**config.mk**
```make
export PLATFORM = sky130hd
export DESIGN_NAME = row_record_parser
export DESIGN_NICKNAME = d
export VERILOG_FILES = /design/src/rtl/rrp_pkg.sv /design/src/rtl/rrp_step.sv /design/src/rtl/row_record_parser.sv
export SDC_FILE = /design/constraint.sdc
export NUM_CORES = 1
export LEC_CHECK = 0
export BUFFER_PORTS_ARGS = -buffer_cell sky130_fd_sc_hd__buf_2
export CAP_MARGIN = 20
export CORE_ASPECT_RATIO = 1.1
export CORE_MARGIN = 10
export CORE_UTILIZATION = 64
export DETAILED_ROUTE_END_ITERATION = 7
export PLACE_DENSITY_LB_ADDON = 0.05
export SKIP_CTS_REPAIR_TIMING = 1
export SLEW_MARGIN = 10
export SYNTH_ARGS = -nofsm -noshare
export SYNTH_HDL_FRONTEND = slang
export SYNTH_SLANG_ARGS = --single-unit
export TNS_END_PERCENT = 50
```
**constraint.sdc**
```tcl
create_clock -name i_clk -period 8.6 [get_ports i_clk]
set_input_delay 1.72 -clock i_clk [delete_from_list [all_inputs] [get_ports i_clk]]
set_output_delay 1.72 -clock i_clk [all_outputs]
set_load 0.01 [all_outputs]
```
**src/rtl/rrp_pkg.sv**
```systemverilog
// Row record parser package: parse phase, byte role, type tag and error codes,
// plus the parse state and per-byte result structs.
// No dependencies.
package rrp_pkg;

    // parse phases
    localparam logic [3:0] PH_CNT_LO = 4'd0;
    localparam logic [3:0] PH_CNT_HI = 4'd1;
    localparam logic [3:0] PH_NL_LO  = 4'd2;
    localparam logic [3:0] PH_NL_HI  = 4'd3;
    localparam logic [3:0] PH_NAME   = 4'd4;
    localparam logic [3:0] PH_TAG    = 4'd5;
    localparam logic [3:0] PH_VALUE  = 4'd6;
    localparam logic [3:0] PH_SLEN   = 4'd7;
    localparam logic [3:0] PH_SBODY  = 4'd8;
    localparam logic [3:0] PH_DONE   = 4'd9;
    localparam logic [3:0] PH_IGNORE = 4'd10;

    // byte roles
    localparam logic [2:0] ROLE_COUNT   = 3'd0;
    localparam logic [2:0] ROLE_NAMELEN = 3'd1;
    localparam logic [2:0] ROLE_NAME    = 3'd2;
    localparam logic [2:0] ROLE_TAG     = 3'd3;
    localparam logic [2:0] ROLE_VALUE   = 3'd4;
    localparam logic [2:0] ROLE_STRLEN  = 3'd5;
    localparam logic [2:0] ROLE_IGNORED = 3'd6;

    // type tags
    localparam logic [2:0] TYPE_NULL = 3'd0;
    localparam logic [2:0] TYPE_I64  = 3'd1;
    localparam logic [2:0] TYPE_F64  = 3'd2;
    localparam logic [2:0] TYPE_BOOL = 3'd3;
    localparam logic [2:0] TYPE_STR  = 3'd4;

    // error codes
    localparam logic [3:0] ERR_NONE      = 4'd0;
    localparam logic [3:0] ERR_NAMELEN   = 4'd1;
    localparam logic [3:0] ERR_NAME      = 4'd2;
    localparam logic [3:0] ERR_TAG       = 4'd3;
    localparam logic [3:0] ERR_I64       = 4'd4;
    localparam logic [3:0] ERR_F64       = 4'd5;
    localparam logic [3:0] ERR_BOOL      = 4'd6;
    localparam logic [3:0] ERR_STRLEN    = 4'd7;
    localparam logic [3:0] ERR_STRBODY   = 4'd8;
    localparam logic [3:0] ERR_BADTAG    = 4'd9;

    typedef struct packed {
        logic [3:0]  phase;
        logic [7:0]  count_low;
        logic [15:0] columns_total;
        logic [15:0] current_column;
        logic [31:0] bytes_left;
        logic [2:0]  current_type;
        logic [63:0] acc;
        logic [2:0]  byte_pos;
        logic [3:0]  error;
    } t_state;

    localparam t_state STATE_RESET = '{
        phase:          PH_CNT_LO,
        count_low:      8'd0,
        columns_total:  16'd0,
        current_column: 16'd0,
        bytes_left:     32'd0,
        current_type:   TYPE_NULL,
        acc:            64'd0,
        byte_pos:       3'd0,
        error:          ERR_NONE
    };

    typedef struct packed {
        logic [2:0]  byte_role;
        logic [7:0]  data_out;
        logic [15:0] column_index;
        logic [2:0]  value_type;
        logic        column_done;
        logic [63:0] column_value;
        logic        record_done;
        logic [15:0] column_count;
        logic [3:0]  error_code;
    } t_result;

endpackage

```
**src/rtl/rrp_step.sv**
```systemverilog
// Row record parser next-state logic: one byte against the current parse state
// gives the next state and the byte's result.
// Depends on rrp_pkg.
module rrp_step (
    input  rrp_pkg::t_state  i_state,
    input  logic [7:0]       i_byte,
    input  logic             i_last,
    output rrp_pkg::t_state  o_state,
    output rrp_pkg::t_result o_result
);
    import rrp_pkg::*;

    t_state      nxt;
    logic [2:0]  role;
    logic [15:0] col;
    logic [2:0]  vt;
    logic        fin;
    logic [63:0] fin_val;
    logic [63:0] acc_lane;
    logic [63:0] acc_slen;
    logic [31:0] dec;
    logic [15:0] col_inc;
    logic [15:0] total_new;
    logic [15:0] nlen_word;
    logic [3:0]  err;

    assign acc_lane  = i_state.acc | (64'(i_byte) << {i_state.byte_pos, 3'b000});
    assign acc_slen  = i_state.acc | (64'(i_byte) << {1'b0, i_state.byte_pos[1:0], 3'b000});
    assign dec       = i_state.bytes_left - 32'd1;
    assign col_inc   = i_state.current_column + 16'd1;
    assign total_new = {i_byte, i_state.count_low};
    assign nlen_word = {i_byte, i_state.acc[7:0]};

    always_comb begin
        nxt     = i_state;
        role    = ROLE_IGNORED;
        col     = '0;
        vt      = TYPE_NULL;
        fin     = 1'b0;
        fin_val = '0;

        unique case (i_state.phase)
            PH_CNT_LO: begin
                role          = ROLE_COUNT;
                nxt.count_low = i_byte;
                nxt.phase     = PH_CNT_HI;
            end
            PH_CNT_HI: begin
                role               = ROLE_COUNT;
                nxt.columns_total  = total_new;
                nxt.current_column = '0;
                nxt.phase          = (total_new != '0) ? PH_NL_LO : PH_DONE;
            end
            PH_NL_LO: begin
                role    = ROLE_NAMELEN;
                col     = i_state.current_column;
                nxt.acc = 64'(i_byte);
                nxt.phase = PH_NL_HI;
            end
            PH_NL_HI: begin
                role           = ROLE_NAMELEN;
                col            = i_state.current_column;
                nxt.bytes_left = 32'(nlen_word);
                nxt.phase      = (nlen_word != '0) ? PH_NAME : PH_TAG;
            end
            PH_NAME: begin
                role           = ROLE_NAME;
                col            = i_state.current_column;
                nxt.bytes_left = dec;
                if (dec == '0) begin
                    nxt.phase = PH_TAG;
                end
            end
            PH_TAG: begin
                role = ROLE_TAG;
                col  = i_state.current_column;
                if (i_byte <= 8'(TYPE_STR)) begin
                    nxt.current_type = i_byte[2:0];
                    vt               = i_byte[2:0];
                    nxt.acc          = '0;
                    nxt.byte_pos     = '0;
                    if (i_byte[2:0] == TYPE_NULL) begin
                        fin = 1'b1;
                    end else if (i_byte[2:0] == TYPE_STR) begin
                        nxt.phase = PH_SLEN;
                    end else begin
                        nxt.phase = PH_VALUE;
                    end
                end else begin
                    nxt.error = ERR_BADTAG;
                    nxt.phase = PH_IGNORE;
                end
            end
            PH_VALUE: begin
                role = ROLE_VALUE;
                col  = i_state.current_column;
                vt   = i_state.current_type;
                if (i_state.current_type == TYPE_BOOL) begin
                    fin     = 1'b1;
                    fin_val = 64'(i_byte != 8'd0);
                end else begin
                    nxt.acc = acc_lane;
                    if (i_state.byte_pos == 3'd7) begin
                        fin     = 1'b1;
                        fin_val = acc_lane;
                    end else begin
                        nxt.byte_pos = i_state.byte_pos + 3'd1;
                    end
                end
            end
            PH_SLEN: begin
                role    = ROLE_STRLEN;
                col     = i_state.current_column;
                vt      = i_state.current_type;
                nxt.acc = acc_slen;
                if (i_state.byte_pos >= 3'd3) begin
                    nxt.bytes_left = acc_slen[31:0];
                    if (acc_slen[31:0] == '0) begin
                        fin = 1'b1;
                    end else begin
                        nxt.phase = PH_SBODY;
                    end
                end else begin
                    nxt.byte_pos = i_state.byte_pos + 3'd1;
                end
            end
            PH_SBODY: begin
                role           = ROLE_VALUE;
                col            = i_state.current_column;
                vt             = i_state.current_type;
                nxt.bytes_left = dec;
                if (dec == '0) begin
                    fin     = 1'b1;
                    fin_val = {32'd0, i_state.acc[31:0]};
                end
            end
            default: begin
                role = ROLE_IGNORED;
            end
        endcase

        if (fin) begin
            nxt.current_column = col_inc;
            nxt.phase = (col_inc >= i_state.columns_total) ? PH_DONE : PH_NL_LO;
        end
    end

    // truncation error named by the element still expected at the last byte
    always_comb begin
        err = nxt.error;
        if (i_last && (nxt.error == ERR_NONE)) begin
            unique case (nxt.phase)
                PH_NL_LO, PH_NL_HI: err = ERR_NAMELEN;
                PH_NAME:            err = ERR_NAME;
                PH_TAG:             err = ERR_TAG;
                PH_VALUE: begin
                    err = (nxt.current_type == TYPE_I64) ? ERR_I64 :
                          (nxt.current_type == TYPE_F64) ? ERR_F64 : ERR_BOOL;
                end
                PH_SLEN:            err = ERR_STRLEN;
                PH_SBODY:           err = ERR_STRBODY;
                default:            err = nxt.error;
            endcase
        end
    end

    assign o_state = i_last ? STATE_RESET : nxt;

    assign o_result = '{
        byte_role:    role,
        data_out:     i_byte,
        column_index: col,
        value_type:   vt,
        column_done:  fin,
        column_value: fin_val,
        record_done:  i_last,
        column_count: i_last ? nxt.columns_total : 16'd0,
        error_code:   err
    };

endmodule

```
**src/rtl/row_record_parser.sv**
```systemverilog
// Row record parser: classifies each byte of a little-endian row record.
// The result of an accepted item is registered and shown on the master side in the next cycle.
// Throughput: 1 item per cycle while the master side is ready; the parse state updates once per byte.
// The output register lets a new item in while the held result drains.
// Reset: synchronous, active low; parse state returns to count-low-byte expected.
module row_record_parser (
    input  logic           i_clk,
    input  logic           i_rst_n,
    input  logic           s_axis_tvalid,
    output logic           s_axis_tready,
    input  logic [7:0]     s_axis_tdata,   // [7:0] data_byte
    input  logic           s_axis_tlast,   // last_byte
    output logic           m_axis_tvalid,
    input  logic           m_axis_tready,
    // [7:0] data_out, [23:8] column_index, [26:24] value_type, [27] column_done,
    // [91:28] column_value, [107:92] column_count, [111:108] error_code
    output logic [111:0]   m_axis_tdata,
    output logic [2:0]     m_axis_tuser,   // [2:0] byte_role
    output logic           m_axis_tlast    // record_done
);
    import rrp_pkg::*;

    t_state  r_state;
    t_state  n_state;
    t_result n_result;
    t_result r_result;
    logic    r_m_valid;
    logic    s_accept;

    assign s_axis_tready = !r_m_valid || m_axis_tready;
    assign s_accept      = s_axis_tvalid && s_axis_tready;

    rrp_step u_step (
        .i_state  (r_state),
        .i_byte   (s_axis_tdata),
        .i_last   (s_axis_tlast),
        .o_state  (n_state),
        .o_result (n_result)
    );

    always_ff @(posedge i_clk) begin
        if (!i_rst_n) begin
            r_state   <= STATE_RESET;
            r_m_valid <= 1'b0;
        end else if (s_accept) begin
            r_state   <= n_state;
            r_m_valid <= 1'b1;
        end else if (m_axis_tready) begin
            r_m_valid <= 1'b0;
        end
    end

    always_ff @(posedge i_clk) begin
        if (s_accept) begin
            r_result <= n_result;
        end
    end

    assign m_axis_tvalid = r_m_valid;
    assign m_axis_tdata  = {r_result.error_code, r_result.column_count,
                            r_result.column_value, r_result.column_done,
                            r_result.value_type, r_result.column_index,
                            r_result.data_out};
    assign m_axis_tuser  = r_result.byte_role;
    assign m_axis_tlast  = r_result.record_done;

`ifndef ASSERT_OFF
    a_done_role: assert property (@(posedge i_clk) disable iff (!i_rst_n)
        (m_axis_tvalid && r_result.column_done) |->
        (r_result.byte_role == ROLE_TAG || r_result.byte_role == ROLE_VALUE ||
         r_result.byte_role == ROLE_STRLEN))
        else $error("column finished on a byte that cannot end a column");

    a_count_on_end: assert property (@(posedge i_clk) disable iff (!i_rst_n)
        (m_axis_tvalid && !r_result.record_done) |-> (r_result.column_count == 16'd0))
        else $error("column count shown before record end");

    a_value_on_done: assert property (@(posedge i_clk) disable iff (!i_rst_n)
        (m_axis_tvalid && !r_result.column_done) |-> (r_result.column_value == 64'd0))
        else $error("column value shown without column done");

    a_restart: assert property (@(posedge i_clk) disable iff (!i_rst_n)
        (s_accept && s_axis_tlast) |=> (r_state.phase == PH_CNT_LO &&
                                        r_state.error == ERR_NONE))
        else $error("parser did not restart after record end");
`endif

endmodule

```
==> impl_metrics.env <==
export IMPL_gr_usage_all_layers=0.255
export IMPL_postSynth_asyncResetShare=0
export IMPL_hold_depth=2
export IMPL_die_x_um=158
export IMPL_worst_ep_arrival_time_ns=5.07
export IMPL_netlist_area_mm2=0.0135
export IMPL_internal_power_mw=2.07
export IMPL_via_per_inst=6.56
export IMPL_cts_max_level=1
export IMPL_synth_compound_gate_area_share=0.201
export IMPL_hp_start="r_state[104]$_SDFFE_PN0P_"
export IMPL_worstHoldEndpoint="r_state[104]$_SDFFE_PN0P_"
export IMPL_synth_xor_area_frac=0.0201
export IMPL_ir_worst_vdd_mv=0.148
export IMPL_die_area_mm2=0.0273
export IMPL_cts_tree="done"
export IMPL_grt_pass1_wl_um=56800
export IMPL_first_global_vias=10600
export IMPL_fin_hold_ws_ns=0.506
export IMPL_routedWlPerCell_um=20.5
export IMPL_layout_drive_gt1_share=0.134
export IMPL_nFillCells=1622
export IMPL_cts_root_buf="clkbuf_16"
export IMPL_fmax_mhz=219
export IMPL_drt_iter0_markers=1096
export IMPL_drt_total_wl_um=36700
export IMPL_fin_cells=1788
export IMPL_finalHoldViolCount=0
export IMPL_numCtsBuffers=26
export IMPL_critical_path_class="in -> reg"
export IMPL_worst_pin_slew_ns=1.11
export IMPL_tns_ns=0
export IMPL_clkSlewWorstSetupHoldPaths_ns=0.06
export IMPL_insertion_delay_ns=0.55
export IMPL_p_leak_nw=5.41
export IMPL_min_path_type="reg -> reg"
export IMPL_start_util=0.653
export IMPL_final_common_cell="dfxtp_1"
export IMPL_final_cell_mix="dfxtp_1, nor2_1, buf_2"
export IMPL_synth_edff_count=116
export IMPL_seq_power_share=0.504
export IMPL_syn_nets=1495
export IMPL_grt_overflow_total=0
export IMPL_boundaryPins=131
export IMPL_p_comb_frac=0.079
export IMPL_p_switching_uw=644
export IMPL_reg2reg_to="r_state[118]$_SDFFE_PN0P_"
export IMPL_globalplace_congestion=0.922
export IMPL_ys_ff_latch=267
export IMPL_synth_cell_types=75
export IMPL_status="completed"
export IMPL_nNetsFinal=1547
export IMPL_dp_cells=1739
export IMPL_synth_simple_gate_area_share=0.225
export IMPL_clkSinkCount=267
export IMPL_slew_headroom=0.258
export IMPL_postSynthCellCount=1460
export IMPL_die_y_um=172
export IMPL_reg2reg_slack_ns=4.20
export IMPL_fp_row_count=55
export IMPL_p_sw_frac=0.238
export IMPL_synth_top_family_by_area="simple AND/OR/NAND/NOR gates"
export IMPL_ys_seq_area_frac=0.483
export IMPL_synth_top_flop_cell="dfxtp_1"
export IMPL_rsz0062_at_grt="no"
export IMPL_crit_path_max_fanout=27
export IMPL_fin_area_mm2=0.0149
export IMPL_worstRegToRegCells=9
export IMPL_cp_required_ns=9.09
export IMPL_grt_max_degree=99
export IMPL_fin_skew_ns=0.00718
export IMPL_report_final_slew_viol_count=0
export IMPL_cts_buffer_depth=3
export IMPL_numPortBuffers=130
export IMPL_grt_antenna_before_repair=0
export IMPL_drc_errors=0
export IMPL_vias=11700
export IMPL_setup_violations=0
export IMPL_reg2reg_from="r_state[74]$_SDFFE_PN0P_"
export IMPL_yosys_area_share_adder=0.0204
export IMPL_clkPwrFrac=0.417
export IMPL_area_growth_synth_to_final_pct=10.8
export IMPL_fin_crit_ns=4.58
export IMPL_drv_cap=0
export IMPL_period_share=0.532
export IMPL_dpl_cell_area_mm2=0.0141
export IMPL_hpwl_um=24300
export IMPL_synth_area_per_cell_um2=9.23
export IMPL_crit_path_end_kind="register"
export IMPL_diodes=0
export IMPL_firstDrtPassIters=6
export IMPL_ys_warn_count=0
export IMPL_muxShareOfSynthArea=0.00520
export IMPL_power_density_mw_per_mm2=181
export IMPL_postRouteAntennaNets=0
export IMPL_core_area_mm2=0.0206
export IMPL_cp_start_kind="input pin"
==> layer usage <==
layer,part of all wire,GRT usage,vias up
li1,-,-,5472
met2,0.48,0.431,578
met1,0.39,0.322,5579
met5,0,0,-
met4,0.044,0.110,0
met3,0.081,0.0333,109
==> power by group through the flow <==
stage          combinational, mW  clock [mW]  sequential [mW]
3_5_place_dp               0.211           0             1.39
4_1_cts                    0.213        1.14             1.37
3_3_place_gp               0.210           0             1.39
5_1_grt                    0.232        1.19             1.37
2_1_floorplan              0.132           0             1.41
6_report                   0.214        1.13             1.37
==> synthesized netlist by cell type, drive strengths merged (10+ instances only) <==
master | n | share of area
a31oi | 43 | 0.020
xnor2 | 12 | 0.0078
nand3 | 17 | 0.0063
nand2 | 86 | 0.024
or3 | 11 | 0.0051
a221o | 15 | 0.011
nand4 | 10 | 0.0046
nand2b | 17 | 0.0079
a21oi | 108 | 0.040
and2 | 24 | 0.011
ha | 22 | 0.020
buf | 17 | 0.0074
nor2 | 148 | 0.042
nor4 | 27 | 0.013
clkbuf | 106 | 0.030
xor2 | 19 | 0.012
nor2b | 115 | 0.053
inv | 31 | 0.0086
nor3b | 12 | 0.0067
a221oi | 13 | 0.0084
dfxtp | 151 | 0.22
and3 | 15 | 0.0070
a21boi | 30 | 0.017
o21ai | 48 | 0.018
nor3 | 56 | 0.021
a22oi | 68 | 0.038
edfxtp | 116 | 0.26
==> final cells by class <==
cell class / count / area, um2 / area share
sequential: 267 / 6510 / 0.436
multi-input combinational: 1038 / 6370 / 0.426
timing repair buffer: 147 / 778 / 0.0521
clock buffer: 30 / 666 / 0.0446
tap: 256 / 320 / 0.0214
clock inverter: 18 / 173 / 0.0116
inverter: 32 / 123 / 0.00821
==> how the worst max path moves through the flow <==
stage                               start                        end  slack, ns  depth (start not counted)
after floorplan             m_axis_tready   r_state[19]$_SDFFE_PN0P_       2.24                         10
after global placement    s_axis_tdata[3]  r_state[117]$_SDFFE_PN0P_       3.67                          9
after detailed placement  s_axis_tdata[3]  r_state[108]$_SDFFE_PN0P_       3.60                          9
after CTS                 s_axis_tdata[3]  r_state[108]$_SDFFE_PN0P_       4.16                          9
after global routing      s_axis_tdata[0]   r_state[15]$_SDFFE_PN0P_       3.85                         11
final                     s_axis_tdata[3]  r_state[108]$_SDFFE_PN0P_       4.02                          9
==> state kept, by name (all words and copies together), names as in the netlist <==
| signal | cells |
|---|---|
| m_axis_tuser | 3 |
| m_axis_tvalid | 1 |
| m_axis_tlast | 1 |
| m_axis_tdata | 112 |
| r_state | 150 |
==> cells by family after synthesis <==
logic type | Yosys count
compound gates | 402
xor+xnor | 31
fa+ha+maj | 22
buf+inv | 155
flops | 267
mux | 7
simple gates | 576
==> per-stage QoR <==
stage          power [mW]  utilization  setup WS (ns)
6_report             2.71        0.723           4.02
5_1_grt              2.79        0.723           3.85
4_1_cts              2.72        0.723           4.16
3_5_place_dp         1.61        0.682           3.60
3_3_place_gp         1.60        0.682           3.67
2_1_floorplan        1.54            -           2.24
==> worst max-delay path, stage by stage <==
cell       delay, ns
buf_2           0.32
nor3_1          0.53
o2111ai_1       0.19
a2111oi_0       0.64
nand2_1         0.11
o221ai_1        0.56
o21ai_1         0.51
nor3b_1         0.33
a221o_1         0.14
No activity file was read; power rests on OpenSTA's default activity.
